===== config.mk =====
export PLATFORM = sky130hd
export DESIGN_NAME = soc_cell
export DESIGN_NICKNAME = d
export VERILOG_FILES = /design/src/soc_pkg.sv /design/src/soc_cell.sv
export SDC_FILE = /design/constraint.sdc
export NUM_CORES = 1
export LEC_CHECK = 0
export BUFFER_PORTS_ARGS = -buffer_cell sky130_fd_sc_hd__buf_2
export CELL_PAD_IN_SITES_DETAIL_PLACEMENT = 1
export CELL_PAD_IN_SITES_GLOBAL_PLACEMENT = 1
export CORE_UTILIZATION = 35
export CTS_BUF_LIST = sky130_fd_sc_hd__clkbuf_8
export DETAILED_ROUTE_END_ITERATION = 8
export PLACE_DENSITY_LB_ADDON = 0.1
export SETUP_SLACK_MARGIN = 0.4
export SKIP_LAST_GASP = 1
export SYNTH_ARGS = -nofsm -noshare
export SYNTH_HDL_FRONTEND = slang
export SYNTH_SLANG_ARGS = --single-unit

===== constraint.sdc =====
create_clock -name clk -period 3.57 [get_ports clk]
set_input_delay 0.1785 -clock clk [delete_from_list [all_inputs] [get_ports clk]]
set_output_delay 0.1785 -clock clk [all_outputs]
set_load 0.01 [all_outputs]

===== src/soc_pkg.sv =====
// shared types and constants for the sorted occurrence counter
`timescale 1ns / 1ps
`default_nettype none

package soc_pkg;

  localparam int SOC_DEPTH_DEF = 64;
  localparam int KIND_W        = 2;
  localparam int VALUE_W       = 32;
  localparam int IDX_W         = 6;
  localparam int FREQ_W        = 7;

  localparam logic [KIND_W-1:0] KIND_APPEND = 2'd0;
  localparam logic [KIND_W-1:0] KIND_QUERY  = 2'd1;
  localparam logic [KIND_W-1:0] KIND_CLEAR  = 2'd2;

  // strobes broadcast from the controller to every cell
  typedef struct packed {
    logic ins;    // sorted insert of the broadcast key
    logic ld;     // capture compare flags against the held key
    logic shift;  // move flags one cell toward cell 0
  } soc_ctl_t;

endpackage

`default_nettype wire


===== src/soc_cell.sv =====
// one cell of the sorted chain: holds one value and its query flags
`timescale 1ns / 1ps
`default_nettype none

module soc_cell (
  input  logic                                 clk,
  input  soc_pkg::soc_ctl_t                    ctl,
  input  logic                                 cell_valid,
  input  logic signed [soc_pkg::VALUE_W-1:0]   key,
  input  logic                                 left_gt,
  input  logic signed [soc_pkg::VALUE_W-1:0]   left_val,
  input  logic                                 right_lt,
  input  logic                                 right_eq,
  output logic                                 gt,
  output logic signed [soc_pkg::VALUE_W-1:0]   val,
  output logic                                 lt_flag,
  output logic                                 eq_flag
);
  import soc_pkg::*;

  logic signed [VALUE_W-1:0] val_r;
  logic                      lt_r;
  logic                      eq_r;

  // empty cells act as +infinity so the new value lands at the end of the run
  assign gt      = !cell_valid || (val_r > key);
  assign val     = val_r;
  assign lt_flag = lt_r;
  assign eq_flag = eq_r;

  always_ff @(posedge clk) begin
    if (ctl.ins && gt) begin
      val_r <= left_gt ? left_val : key;
    end
    if (ctl.ld) begin
      lt_r <= cell_valid && (val_r < key);
      eq_r <= cell_valid && (val_r == key);
    end else if (ctl.shift) begin
      lt_r <= right_lt;
      eq_r <= right_eq;
    end
  end

endmodule

`default_nettype wire


==> results.toml <==
[outcome]
outcome = "completed"

[cells_and_area]
fin_cells = 413
n_antenna_cell = 0
nNetsFinal = 441
n_fill_cell = 774
area_growth_pct = 32.6
drive_gt1_share_pct = 36.1

[global_routing]
overflow = 0
antenna_found_initial = 0
grt_max_degree = 64
grt_usage_pct = 17.3
grt_pass1_vias = 1946
grt_pass1_wl_um = 8740

[worst_setup_path]
critPathLaunch = "val[14]"
crit_path_max_fanout = 20
r2r-start = "val[14]"
cp_slowest_stage_delay_ns = 0.46
cp-start-kind = "flop"
path_cells = "ha_1 > nand4_1 > nor4_1 > o21ai_1 > a31oi_4 > nor3_2 > and3b_2 > buf_12"
crit_path_end_kind = "flop"
crit_required_ns = 3.56
crit_slowest_cell = "nor4_1"
critical_path_class = "reg2reg"
arrival_ns = 2.78

[floorplan]
ios = 107
core_area_um2 = 6030
die_h_um = 81.9
die_area_um2 = 6710
start_util_pct = 37.1
rows = 28
die_width_um = 81.9

[logic_synthesis]
muxShareOfSynthArea_pct = 1.01
async_reset_ff_share_pct = 0
netlist_top_cells_count = "40 x nand2_1, 34 x edfxtp_1, 32 x ha_1, 32 x inv_1, 23 x o21ai_1"
synth_compound_area_share_pct = 14.7
synth_top_area_cell = "edfxtp_1"
synth_edf_count = 34
synth_top_family_by_area = "adder cells"
synth_area_um2 = 2230
synth_most_common_cell = "nand2_1"
syn_area_per_cell_um2 = 9.72
synthFlopType = "edfxtp_1"
yosys.area.top_type_share_pct = 45.7
synthAdderAreaFrac_pct = 17.9
yosys.area_share.simple_pct = 14.1
yosysWarnings = 0
synth_cells = 230
ys_seq_elements = 34
yosysSeqAreaShare_pct = 45.7
synthTopCellsByArea = "edfxtp_1 46%, ha_1 18%, nand2_1 6.7%"
yosys.cell_types.count = 30
synth_xor_area_share_pct = 0
syn-num-nets = 334

[clock_tree]
root_buffer = "clkbuf_8"
clockBufferDepth = 2
cts.htree.levels = 2
clk-insertion-delay-late_ns = 0.28
post_cts_buffers = 0
cts_hold_buf = 0
cts_made_buffers = 5
cts-resized-gates = 0
cts_tree = "yes"
path_clk_slew_ns = 0.07
cts_sinks = 34

[power]
power_density_nw_per_um2 = 383
p_leak_nw = 1.49
vdd.ir_drop.worst_mv = 0.196

[timing]
slew-limit-headroom_pct = 32.0
rsz0062_at_grt = "no"
clock_skew_ns = 0.00725
slew_violations = 0
tightest_slew_ns = 1.02
fin_setup_tns_ns = 0
setup_viol = 0
fin_crit_sh_pct = 78.2
finalHoldViolCount = 0
max_freq_mhz = 358
period_needed_ns = 2.79

[detailed_routing]
vias = 2027
drc = 0
viasPerCell = 4.91
avgRoutedWirePerCell_um = 13.3
drt_iter0_markers = 51
ant_nets = 0
drt_wl_total_um = 5500
dr.pass1.iters = 4

[min_path]
hp-class = "in2reg"
min_from = "left_val[6]"

[place]
dp_hpwl_um = 4510
io_buffers = 106
placed_cells = 405
routabilityCongestion = 0.692

[job]
max-cap-violations = 0
[through the flow]
stage	instance area, um2	worst slack (ns)	utilization [%]	power [mW]	hold slack, ns
6_report	2960	0.780	49.2	1.14	0.176
5_1_grt	2960	0.614	49.2	1.20	0.181
4_1_cts	2960	0.762	49.2	1.15	0.172
3_5_place_dp	2850	0.782	47.4	0.802	0.468
3_3_place_gp	2850	0.855	47.4	0.794	0.460
2_1_floorplan	2230	0.570	-	0.676	0.366
[power breakdown]
part / switching (mW) / internal [mW] / leakage [nW]
clock network: 0.142 / 0.205 / 0.0579
logic: 0.154 / 0.125 / 1.10
registers: 0.0187 / 0.491 / 0.332
[flip-flops by register name, summed over array words and instances (netlist names)]
register  cells
eq_flag       1
lt_flag       1
val          32
[kinds of logic after synthesis]
group	Yosys count
AOI/OAI and AO/OA	57
DFF	34
and+or+nand+nor	66
muxes	2
buffers and inverters	39
adders and majority gates	32
[layout by cell type (no fill, tap or decap), types with 2 or more instances in the layout]
master / instances
buf_2: 106
nand2_1: 40
edfxtp_1: 34
inv_1: 32
ha_1: 32
o21ai_1: 23
o21ai_0: 12
a21oi_1: 12
nand4_1: 6
nand3_1: 5
clkbuf_8: 5
a21o_1: 3
nor2_1: 3
nor2b_1: 3
nor3_2: 2
clkinv_2: 2
[critical path: cells and delay by family (launching register included)]
kind / cells / cell delay [ns]
flops: 1 / 0.40
compound gates: 2 / 0.39
simple gates: 4 / 1.14
buf+inv: 1 / 0.22
fa+ha+maj: 1 / 0.33
[routing by layer]
layer  global-route usage [%]  vias to the layer above  wire length, um  part of all wire, %
met5                        0                        -                0                    0
met4                     6.32                        0               65                  1.2
met3                     3.11                        5              339                  6.2
met2                     28.3                       66             2540                   46
met1                     22.7                      924             2560                   46
li1                         -                     1032                -                    -
[area by class of cell]
cell class                      count  area, um2  area share (%)
Timing Repair Buffer              107        551            18.6
Clock inverter                      3       40.0            1.35
Sequential cell                    34       1020            34.5
Clock buffer                        5       68.8            2.32
Inverter                           32        120            4.05
Tap cell                           75       93.8            3.17
Multi-Input combinational cell    157       1070            36.1
[path summary, 6_finish.rpt]
check                               end  slack (ns)  cells past startpoint
worst max-delay path            val[20]        0.78                      8
worst min-delay path             val[6]        0.18                      3
worst max register to register  val[20]        0.78                      8
worst min register to register  lt_flag        0.96                      3
No activity file was read; power rests on OpenSTA's default activity.
